## src/design/erg_pkg.sv

```systemverilog
// Package for the Euclidean rhythm generator.
// Holds the controller states, the command and status structs and the mask helper.
// Used by erg_ctrl, erg_dp and euclidean_rhythm_generator.
package erg_pkg;

  localparam int unsigned PatW = 64;
  localparam int unsigned CntW = 7;

  typedef enum logic [4:0] {
    ST_IDLE = 5'b00001,
    ST_DIV  = 5'b00010,
    ST_TAIL = 5'b00100,
    ST_ROT  = 5'b01000,
    ST_FIN  = 5'b10000
  } erg_state_e;

  typedef struct packed {
    logic load;
    logic div_step;
    logic tail;
    logic rot_step;
    logic out_load;
  } erg_cmd_t;

  typedef struct packed {
    logic trivial;
    logic can_sub;
    logic last_level;
    logic lead_one;
  } erg_status_t;

  function automatic logic [PatW-1:0] low_mask(input logic [CntW-1:0] n);
    return ~({PatW{1'b1}} << n);
  endfunction

endpackage

```

## src/design/euclidean_rhythm_generator.sv

```systemverilog
// Euclidean rhythm generator: one request of step count, onset count and anti flag gives
// one 64-bit pattern word. After a request is accepted, each level of the division appends
// one copy per quotient step, ends with one failed subtract check and is closed by a tail
// step; then the rotation removes the leading rests one bit per cycle, ends with one
// rotation check, and the pattern is loaded into the output register. Trivial requests
// skip the division and the rotation and go straight to the output. Requests are served
// one at a time; a finished pattern waits in the output register while the next request
// is taken. Depends on erg_pkg, erg_ctrl and erg_dp.
module euclidean_rhythm_generator import erg_pkg::*; #(
  parameter int unsigned MAX_STEPS = 64
) (
  input  logic            clk_i,
  input  logic            rst_ni,
  input  logic            in_valid_i,
  output logic            in_ready_o,
  input  logic [CntW-1:0] step_count_i,
  input  logic [CntW-1:0] onsets_i,
  input  logic            anti_i,
  output logic            out_valid_o,
  input  logic            out_ready_i,
  output logic [PatW-1:0] pattern_o
);

  erg_cmd_t    cmd;
  erg_status_t status;

  erg_ctrl u_ctrl (
    .clk_i       (clk_i),
    .rst_ni      (rst_ni),
    .in_valid_i  (in_valid_i),
    .in_ready_o  (in_ready_o),
    .out_valid_o (out_valid_o),
    .out_ready_i (out_ready_i),
    .status_i    (status),
    .cmd_o       (cmd)
  );

  erg_dp #(
    .MaxSteps (MAX_STEPS)
  ) u_dp (
    .clk_i        (clk_i),
    .rst_ni       (rst_ni),
    .step_count_i (step_count_i),
    .onsets_i     (onsets_i),
    .anti_i       (anti_i),
    .cmd_i        (cmd),
    .status_o     (status),
    .pattern_o    (pattern_o)
  );

endmodule

```

## src/design/erg_ctrl.sv

```systemverilog
// Controller of the Euclidean rhythm generator.
// Sequences load, division, level tail, rotation and output; depends on erg_pkg.
module erg_ctrl import erg_pkg::*; (
  input  logic        clk_i,
  input  logic        rst_ni,
  input  logic        in_valid_i,
  output logic        in_ready_o,
  output logic        out_valid_o,
  input  logic        out_ready_i,
  input  erg_status_t status_i,
  output erg_cmd_t    cmd_o
);

  erg_state_e state_q, state_d;
  logic       valid_q, valid_d;

  always_comb begin
    state_d = state_q;
    valid_d = valid_q;
    cmd_o   = '0;
    if (valid_q && out_ready_i) begin
      valid_d = 1'b0;
    end
    unique case (state_q)
      ST_IDLE: begin
        if (in_valid_i) begin
          cmd_o.load = 1'b1;
          state_d    = status_i.trivial ? ST_FIN : ST_DIV;
        end
      end
      ST_DIV: begin
        if (status_i.can_sub) begin
          cmd_o.div_step = 1'b1;
        end else begin
          state_d = ST_TAIL;
        end
      end
      ST_TAIL: begin
        cmd_o.tail = 1'b1;
        state_d    = status_i.last_level ? ST_ROT : ST_DIV;
      end
      ST_ROT: begin
        if (status_i.lead_one) begin
          state_d = ST_FIN;
        end else begin
          cmd_o.rot_step = 1'b1;
        end
      end
      ST_FIN: begin
        if (!valid_q || out_ready_i) begin
          cmd_o.out_load = 1'b1;
          valid_d        = 1'b1;
          state_d        = ST_IDLE;
        end
      end
      default: state_d = ST_IDLE;
    endcase
  end

  always_ff @(posedge clk_i or negedge rst_ni) begin
    if (!rst_ni) begin
      state_q <= ST_IDLE;
      valid_q <= 1'b0;
    end else begin
      state_q <= state_d;
      valid_q <= valid_d;
    end
  end

  assign in_ready_o  = (state_q == ST_IDLE);
  assign out_valid_o = valid_q;

endmodule

```

## src/design/erg_dp.sv

```systemverilog
// Datapath of the Euclidean rhythm generator.
// Holds the level strings, the division registers and the output register; uses erg_pkg.
module erg_dp import erg_pkg::*; #(
  parameter int unsigned MaxSteps = 64
) (
  input  logic                clk_i,
  input  logic                rst_ni,
  input  logic [CntW-1:0]     step_count_i,
  input  logic [CntW-1:0]     onsets_i,
  input  logic                anti_i,
  input  erg_cmd_t            cmd_i,
  output erg_status_t         status_o,
  output logic [PatW-1:0]     pattern_o
);

  logic [CntW-1:0] n_in, k_in, k_eff;
  logic [PatW-1:0] triv_pat;
  logic            trivial;

  logic [CntW-1:0] n_q, d_q, r_q, a_len_q, b_len_q, cur_len_q;
  logic            anti_q;
  logic [PatW-1:0] a_q, b_q, cur_q, pattern_q;

  logic [CntW-1:0] sub, piece_len, app_len;
  logic [CntW:0]   len_sum;
  logic [PatW-1:0] piece, appended, tail_val;
  logic [CntW-1:0] tail_len;

  always_comb begin
    n_in     = (step_count_i > CntW'(MaxSteps)) ? CntW'(MaxSteps) : step_count_i;
    k_in     = (onsets_i > n_in) ? n_in : onsets_i;
    trivial  = (n_in == '0) || (k_in == '0) || (k_in == n_in);
    triv_pat = ((k_in == n_in) && (k_in != '0)) ? low_mask(n_in) : '0;
    k_eff    = anti_i ? (n_in - k_in) : k_in;
  end

  always_comb begin
    sub       = (r_q == '0) ? CntW'(1) : r_q;
    piece     = cmd_i.tail ? b_q : a_q;
    piece_len = cmd_i.tail ? b_len_q : a_len_q;
    appended  = cur_q | (piece << cur_len_q);
    len_sum   = {1'b0, cur_len_q} + {1'b0, piece_len};
    app_len   = (len_sum > (CntW+1)'(PatW)) ? CntW'(PatW) : len_sum[CntW-1:0];
    tail_val  = (r_q != '0) ? appended : cur_q;
    tail_len  = (r_q != '0) ? app_len : cur_len_q;
  end

  assign status_o.trivial    = trivial;
  assign status_o.can_sub    = (d_q >= sub);
  assign status_o.last_level = (r_q <= CntW'(1));
  assign status_o.lead_one   = cur_q[0];

  always_ff @(posedge clk_i) begin
    if (cmd_i.load) begin
      n_q       <= n_in;
      anti_q    <= anti_i && !trivial;
      d_q       <= n_in - k_eff;
      r_q       <= k_eff;
      a_q       <= '0;
      a_len_q   <= CntW'(1);
      b_q       <= PatW'(1);
      b_len_q   <= CntW'(1);
      cur_q     <= triv_pat;
      cur_len_q <= '0;
    end
    if (cmd_i.div_step) begin
      cur_q     <= appended;
      cur_len_q <= app_len;
      d_q       <= d_q - sub;
    end
    if (cmd_i.tail) begin
      if (r_q <= CntW'(1)) begin
        cur_q <= tail_val & low_mask(n_q);
      end else begin
        b_q       <= a_q;
        b_len_q   <= a_len_q;
        a_q       <= tail_val;
        a_len_q   <= tail_len;
        cur_q     <= '0;
        cur_len_q <= '0;
        d_q       <= r_q;
        r_q       <= d_q;
      end
    end
    if (cmd_i.rot_step) begin
      cur_q <= cur_q >> 1;
    end
    if (cmd_i.out_load) begin
      pattern_q <= anti_q ? (~cur_q & low_mask(n_q)) : cur_q;
    end
  end

  assign pattern_o = pattern_q;

  a_div_shrinks: assert property (@(posedge clk_i) disable iff (!rst_ni)
    cmd_i.div_step |=> d_q < $past(d_q))
    else $error("Division step did not reduce the dividend.");

  a_rot_nonzero: assert property (@(posedge clk_i) disable iff (!rst_ni)
    cmd_i.rot_step |-> cur_q != '0)
    else $error("Rotation started on an empty pattern.");

  a_out_in_range: assert property (@(posedge clk_i) disable iff (!rst_ni)
    cmd_i.out_load |=> (pattern_q & ~low_mask(n_q)) == '0)
    else $error("Pattern has onsets beyond the step count.");

endmodule
```

## config.mk

```make
export PLATFORM = sky130hd
export DESIGN_NAME = euclidean_rhythm_generator
export DESIGN_NICKNAME = d
export VERILOG_FILES = /design/src/design/erg_pkg.sv /design/src/design/euclidean_rhythm_generator.sv /design/src/design/erg_ctrl.sv /design/src/design/erg_dp.sv
export SDC_FILE = /design/constraint.sdc
export NUM_CORES = 1
export LEC_CHECK = 0
export BUFFER_PORTS_ARGS = -buffer_cell sky130_fd_sc_hd__buf_2
export CAP_MARGIN = 15
export CELL_PAD_IN_SITES_DETAIL_PLACEMENT = 2
export CELL_PAD_IN_SITES_GLOBAL_PLACEMENT = 2
export CORE_ASPECT_RATIO = 0.7
export CORE_MARGIN = 5
export CORE_UTILIZATION = 43
export DETAILED_ROUTE_END_ITERATION = 7
export PLACE_DENSITY_LB_ADDON = 0.1
export SYNTH_ARGS = -nofsm -noshare
export SYNTH_HDL_FRONTEND = slang
export SYNTH_SLANG_ARGS = --single-unit
```

## constraint.sdc

```tcl
create_clock -name clk_i -period 11.3 [get_ports clk_i]
set_clock_uncertainty 0.15 [all_clocks]
set_input_delay 0.565 -clock clk_i [delete_from_list [all_inputs] [get_ports clk_i]]
set_output_delay 0.565 -clock clk_i [all_outputs]
set_load 0.005 [all_outputs]
```

==> results.yml, run 1 <==
detailed_routing:
  route.detailed.wl_per_inst_microns: 34.5
  initialDrtViolationCount: 2874
  remaining_routing_drc_violations: 0
  routed_via_density: 7.17
  detail_route.first_pass.iterations: 6
  route.final.wire_length_microns: 107000
  antenna_left: 0
  via_count: 22300
final_layout:
  layout-drive-gt1-share_pct: 15.9
  leading_cell_type_in_the_layout_fill_and_taps_excluded: "sky130_fd_sc_hd__nand2_1"
  layout.cells.most_common_list: "sky130_fd_sc_hd__nand2_1, sky130_fd_sc_hd__o21ai_0, sky130_fd_sc_hd__nor2_1"
  stdcell_area_sq_um: 23500
  core_utilization_of_the_finished_layout_pct: 47.7
  area_growth_pct: 9.86
  finalNetCount: 2474
min_path:
  type_of_the_most_critical_hold_path: "input port to flop"
global_route:
  grt_pass1_vias: 22900
  grt_pass1_wl_microns: 157000
  globalRouteOverflowTotal: 0
  grt_max_degree: 105
  grt_util_all_layers_pct: 37.8
  initial_antenna_violation_count: 3
timing:
  final-hold-violation-count: 0
  setup_repair_after_global_routing_missed_its_margin: "false"
  holdWs_ns: 0.164
  setup_viol: 0
  fin_crit_ns: 6.21
  min_period_over_period_pct: 54.9
  tns_ns: 0
  worst_slew_pin_slew_ns: 1.40
  max_slew_violation_total_from_the_final_report: 0
  slew_headroom_pct: 6.98
  max_freq_mhz: 161
pwr:
  powerDensity_nw_per_um2: 106
  leakage_nw: 8.77
  vdd_drop_max_mv: 0.0936
logic_synthesis:
  yosys_register_bits: 305
  synthArstFlopShare_pct: 1.97
  synth-main-ff-cell: "sky130_fd_sc_hd__dfxtp_1"
  synthesized_cell_area_sq_um: 21400
  synth.net_count: 2497
  synth_enable_flop_cells: 135
  synthCells: 2442
  synth.lib_cells_used.distinct: 89
  synth_seq_area_share_pct: 35.1
  yosysWarnings: 0
  syn_area_per_cell_sq_um: 8.74
clock_tree:
  reg_clk_slew_reported_paths_ns: 0.06
  tritoncts: "done"
  hold_buffers: 1
  cts_htree_levels: 2
  cts.repair_timing.setup_buffer_count: 0
  clockRootBuffer: "sky130_fd_sc_hd__clkbuf_16"
  cts_bufs_inserted: 35
  worst_skew_pair.late_latency_ns: 0.60
  clockBufferDepth: 3
  cts_resized: 0
  clock-sinks: 305
critical_path:
  critical_path.cell_chain: "buf_2 > nor2b_1 > buf_4 > inv_1 > ha_1 > nor2b_1 > o211ai_1 > a21oi_1 > o21ai_0 > o21ai_0 > fa_1 > nand2_1 > o21ai_0 > ha_1 > nor2b_1 > o21ai_0 > a21boi_0 > a2111oi_0 > a2111o_1 > a21oi_1 > nand3b_1 > a32oi_1"
  crit_type: "input port to flop"
  cp_common_cell: "sky130_fd_sc_hd__o21ai_0"
  timing.critical_path.from_type: "input port"
  crit_required_ns: 11.64
  critical_path_peak_fanout: 28
  critPathTopFamily: "compound AO/OA/AOI/OAI gates"
  cp_slowest_cell: "sky130_fd_sc_hd__o21ai_0"
  timing.critical_path.slowest_cell_delay_ns: 0.75
  worst_ep_arrival_time_ns: 6.54
  timing.critical_path.to_type: "flop"
  critPathBufInv: 3
floorplan:
  die_h_microns: 196
  core_sq_um: 49200
  die-width_microns: 276
  floorplan.initialDensity_pct: 43.4
  row_count: 68
  io_pins: 85
  design.die.area_sq_um: 54300
placement:
  post_dp_hpwl_microns: 76600
  post_detailed_placement_cell_area_sq_um: 22300
  placement.io_buffers: 84
  globalplace.congestion: 0.998
flow_run:
  maxCapViolCount: 0
run_status:
  run_status: "finished clean"
Yosys cell counts, drive strengths merged (9+ instances only):
| cell type | n | share of area (%) |
|---|---|---|
| a2111oi | 9 | 0.43 |
| a211oi | 42 | 1.5 |
| a21o | 21 | 0.74 |
| a21oi | 155 | 3.6 |
| a221o | 13 | 0.61 |
| a221oi | 14 | 0.60 |
| a222oi | 10 | 0.47 |
| a22o | 84 | 3.4 |
| a22oi | 67 | 2.4 |
| a31oi | 28 | 0.82 |
| and2 | 12 | 0.35 |
| buf | 34 | 0.76 |
| clkbuf | 163 | 2.9 |
| dfxtp | 164 | 15 |
| edfxtp | 135 | 19 |
| ha | 32 | 1.9 |
| inv | 59 | 1.0 |
| mux2 | 57 | 3.0 |
| mux2i | 67 | 3.1 |
| mux4 | 73 | 7.7 |
| nand2 | 284 | 5.0 |
| nand2b | 78 | 2.3 |
| nand3 | 37 | 0.87 |
| nand4 | 26 | 0.76 |
| nor2 | 196 | 3.4 |
| nor2b | 15 | 0.44 |
| nor3 | 45 | 1.1 |
| nor4 | 10 | 0.32 |
| o211ai | 22 | 0.77 |
| o21a | 12 | 0.42 |
| o21ai | 254 | 6.0 |
| o221ai | 11 | 0.45 |
| o22ai | 22 | 0.64 |
| o31ai | 18 | 0.63 |
| or2 | 42 | 1.2 |
| xnor2 | 9 | 0.37 |
sequential cells by signal, summed over array words and instances, names as in the netlist:
signal,count
u_dp.pattern_o,64
u_dp.r_q,7
u_dp.cur_len_q,7
u_ctrl.out_valid_o,1
u_dp.a_q,64
u_dp.n_q,7
u_dp.d_q,7
u_dp.anti_q,1
u_dp.b_q,64
u_dp.a_len_q,7
u_ctrl.state_q,5
u_dp.b_len_q,7
u_dp.cur_q,64
worst min-delay path, stage by stage:
cell	delay, ns
sky130_fd_sc_hd__buf_2	0.10
sky130_fd_sc_hd__nand2b_1	0.12
sky130_fd_sc_hd__o21ai_0	0.09
report_power, final:
part | total (mW) | internal [mW] | leakage (nW) | switching [mW]
logic | 0.126 | 0.0402 | 5.60 | 0.0852
clock network | 1.22 | 0.689 | 0.574 | 0.529
registers | 1.14 | 1.14 | 2.60 | 0.0000000000000000107
total | 2.49 | 1.87 | 8.77 | 0.614
final cells by class:
class | count | area [sq um]
repair buffers | 137 | 818
flip-flops and latches | 305 | 7490
clock buffers | 53 | 1050
fillers | 5348 | 25700
inverters | 60 | 225
multi-input cells | 1880 | 12900
clock inverters | 10 | 115
well taps | 665 | 832
diodes | 1 | 2.50
metrics by stage:
step	cells	worst slack, ns	power, mW
after floorplan	2442	5.93	1.24
after global placement	3045	5.04	1.28
after detailed placement	3045	4.78	1.29
after CTS	3109	5.25	2.49
after global routing	3110	4.84	2.54
final	3111	5.09	2.49
metal layers:
| layer | global-route usage (%) | share of wire, % | vias to the layer above |
|---|---|---|---|
| li1 | - | - | 9198 |
| met1 | 50.2 | 40 | 11400 |
| met2 | 59.1 | 44 | 1381 |
| met3 | 10.8 | 11 | 319 |
| met4 | 14.4 | 4.8 | 0 |
| met5 | 0 | 0 | - |
final timing paths:
| kind | from | end | slack, ns | cells past startpoint |
|---|---|---|---|---|
| worst min register to register | u_dp.b_len_q[3] | u_dp.b_len_q[3] | 0.33 | 1 |
| worst max-delay path | step_count_i[6] | u_dp.d_q[5] | 5.09 | 22 |
| worst max register to register | u_ctrl.state_q[1] | u_dp.a_len_q[4] | 5.71 | 17 |
| min in group asynchronous | rst_ni | u_ctrl.state_q[3] | 0.19 | 2 |
| worst min-delay path | in_valid_i | u_ctrl.state_q[0] | 0.16 | 3 |
| max in group asynchronous | rst_ni | u_ctrl.state_q[0] | 10.58 | 2 |
kinds of logic after synthesis:
logic type / after synthesis / synth area share, %
AO/OA/AOI/OAI: 857 / 26.6
AND/OR/NAND/NOR: 775 / 16.9
flip-flops: 305 / 35.1
buffers and inverters: 257 / 4.68
multiplexers: 197 / 13.8
adder cells (fa/ha/maj): 38 / 2.34
XOR/XNOR: 13 / 0.533
No activity file was read; power rests on OpenSTA's default activity.
==> run 2: changes to the inputs <==
--- a/config.mk
+++ b/config.mk
@@ -11,7 +11,7 @@
 export CELL_PAD_IN_SITES_GLOBAL_PLACEMENT = 2
 export CORE_ASPECT_RATIO = 0.7
 export CORE_MARGIN = 5
-export CORE_UTILIZATION = 43
+export CORE_UTILIZATION = 40
 export DETAILED_ROUTE_END_ITERATION = 7
 export PLACE_DENSITY_LB_ADDON = 0.1
 export SYNTH_ARGS = -nofsm -noshare
==> constraint.sdc (replaced) <==
create_clock -name clk_i -period 5.9 [get_ports clk_i]
set_clock_uncertainty 0.15 [all_clocks]
set_input_delay 0.295 -clock clk_i [delete_from_list [all_inputs] [get_ports clk_i]]
set_output_delay 0.295 -clock clk_i [all_outputs]
set_load 0.005 [all_outputs]
==> results.yml, run 2 (same netlist as run 1, synthesis figures left out) <==
run_status:
  run_status: "finished clean"
clock_tree:
  cts_resized: 0
  hold_buffers: 4
  cts.repair_timing.setup_buffer_count: 0
  clock-sinks: 305
  worst_skew_pair.late_latency_ns: 0.57
  tritoncts: "done"
  cts_bufs_inserted: 36
  reg_clk_slew_reported_paths_ns: 0.06
  cts_htree_levels: 2
  clockRootBuffer: "sky130_fd_sc_hd__clkbuf_16"
  clockBufferDepth: 3
timing:
  setup_repair_after_global_routing_missed_its_margin: "false"
  final-hold-violation-count: 0
  setup_viol: 0
  max_slew_violation_total_from_the_final_report: 0
  min_period_over_period_pct: 89.0
  tns_ns: 0
  holdWs_ns: 0.0786
  fin_crit_ns: 5.25
  max_freq_mhz: 190
  worst_slew_pin_slew_ns: 1.22
  slew_headroom_pct: 18.7
critical_path:
  cp-endpoint: "u_dp.d_q[5]"
  crit_type: "input port to flop"
  worstSetupStartpoint: "step_count_i[6]"
  timing.critical_path.to_type: "flop"
  worst_ep_arrival_time_ns: 5.51
  critical_path_peak_fanout: 14
  cp_slowest_cell: "sky130_fd_sc_hd__o21ai_0"
  r2r_start: "u_ctrl.state_q[1]"
  cp_common_cell: "sky130_fd_sc_hd__a21oi_1"
  critical_path.cell_chain: "buf_2 > inv_1 > nand2_1 > ha_1 > a21oi_1 > a21oi_1 > o21ai_0 > nand2_1 > o21ai_0 > inv_1 > ha_1 > a21o_1 > a21oi_1 > xnor2_1 > o21ai_0 > ha_1 > a21boi_0 > a2111oi_0 > a2111o_1 > a21oi_1 > nand3b_1 > a32oi_1"
  worst-r2r-setup-slack_ns: 1.14
  crit_required_ns: 6.15
  worst-r2r-cell-count: 16
  worst-path-stages: 22
  timing.critical_path.slowest_cell_delay_ns: 0.59
  reg_to_reg_endpoint: "u_dp.a_len_q[4]"
  critPathBufInv: 3
  timing.critical_path.from_type: "input port"
  critPathTopFamily: "compound AO/OA/AOI/OAI gates"
floorplan:
  io_pins: 85
  floorplan.initialDensity_pct: 40.6
  die-width_microns: 286
  design.die.area_sq_um: 58200
  core_sq_um: 52600
  row_count: 70
  die_h_microns: 203
global_route:
  grt_pass1_vias: 23000
  initial_antenna_violation_count: 4
  grt_max_degree: 122
  globalRouteOverflowTotal: 0
  grt_util_all_layers_pct: 35.2
  grt_pass1_wl_microns: 157000
detailed_routing:
  met2RoutedLength_microns: 47500
  remaining_routing_drc_violations: 0
  routed_via_density: 6.99
  route.detailed.wl_per_inst_microns: 33.7
  via_count: 22000
  wl_met3_microns: 9760
  detail_route.first_pass.iterations: 8
  top_layer_used: "met5"
  route.final.wire_length_microns: 106000
  initialDrtViolationCount: 2729
  antenna_left: 0
  met1_length_microns: 44700
flow_run:
  maxCapViolCount: 0
pwr:
  leakage_nw: 8.85
  powerDensity_nw_per_um2: 199
  vdd_drop_max_mv: 0.173
  totalPowerFinal_mw: 4.71
final_layout:
  core_utilization_of_the_finished_layout_pct: 45.0
  finalNetCount: 2491
  layout-drive-gt1-share_pct: 16.3
  leading_cell_type_in_the_layout_fill_and_taps_excluded: "sky130_fd_sc_hd__nand2_1"
  layout.cells.most_common_list: "sky130_fd_sc_hd__nand2_1, sky130_fd_sc_hd__o21ai_0, sky130_fd_sc_hd__nor2_1"
  area_growth_pct: 10.7
placement:
  post_dp_hpwl_microns: 76600
  placement.io_buffers: 84
  globalplace.congestion: 1.01
min_path:
  type_of_the_most_critical_hold_path: "input port to asynchronous set/reset pin"
-- run 2: changes by cell type in the layout (fill, tap and decap cells not counted), moves of 2 or more --
cell / previous run / this run
sky130_fd_sc_hd__clkinv_4: 0 / 2
sky130_fd_sc_hd__clkbuf_1: 10 / 12
sky130_fd_sc_hd__buf_12: 0 / 4
sky130_fd_sc_hd__dlygate4sd3_1: 1 / 4
sky130_fd_sc_hd__buf_4: 51 / 60
sky130_fd_sc_hd__diode_2: 1 / 3
sky130_fd_sc_hd__clkinv_1: 1 / 3
sky130_fd_sc_hd__clkbuf_8: 6 / 2
-- run 2: stage by stage --
stage               std cells  setup slack, ns  cell area, sq um
floorplan                2442            0.650             21400
global placement         3077            0.501             22500
detailed placement       3078            0.182             22500
CTS                      3148            0.730             23600
global route             3148            0.317             23600
finish                   3151            0.646             23600
-- run 2: worst min-delay path by stage --
stage,end,from,cells past startpoint
floorplan,u_ctrl.out_valid_o,rst_ni,0
global placement,u_ctrl.out_valid_o,rst_ni,1
detailed placement,u_ctrl.out_valid_o,rst_ni,1
global route,u_ctrl.state_q[0],rst_ni,2
finish,u_ctrl.state_q[0],rst_ni,2
CTS,u_ctrl.state_q[0],rst_ni,2
-- run 2: routing by layer --
| metal | global-route usage [%] | vias to the layer above |
|---|---|---|
| met5 | 0 | - |
| met4 | 11.5 | 4 |
| met1 | 48.4 | 11400 |
| met3 | 8.11 | 250 |
| met2 | 55.3 | 1088 |
| li1 | - | 9239 |
-- run 2: final cells by class --
cell class                      instances  area (sq um)
Multi-Input combinational cell       1880         12900
Timing Repair Buffer                  153           996
Antenna cell                            3          7.51
Tap cell                              684           856
Clock buffer                           52          1020
Sequential cell                       305          7490
Clock inverter                         14           108
Fill cell                            5746         28900
Inverter                               60           225
-- run 2: where the power goes --
group | switching, mW | internal, mW | leakage [nW]
combinational | 0.164 | 0.0828 | 5.69
sequential | 0.0000000000000000167 | 2.19 | 2.60
clock | 1.02 | 1.26 | 0.559
total | 1.18 | 3.53 | 8.85
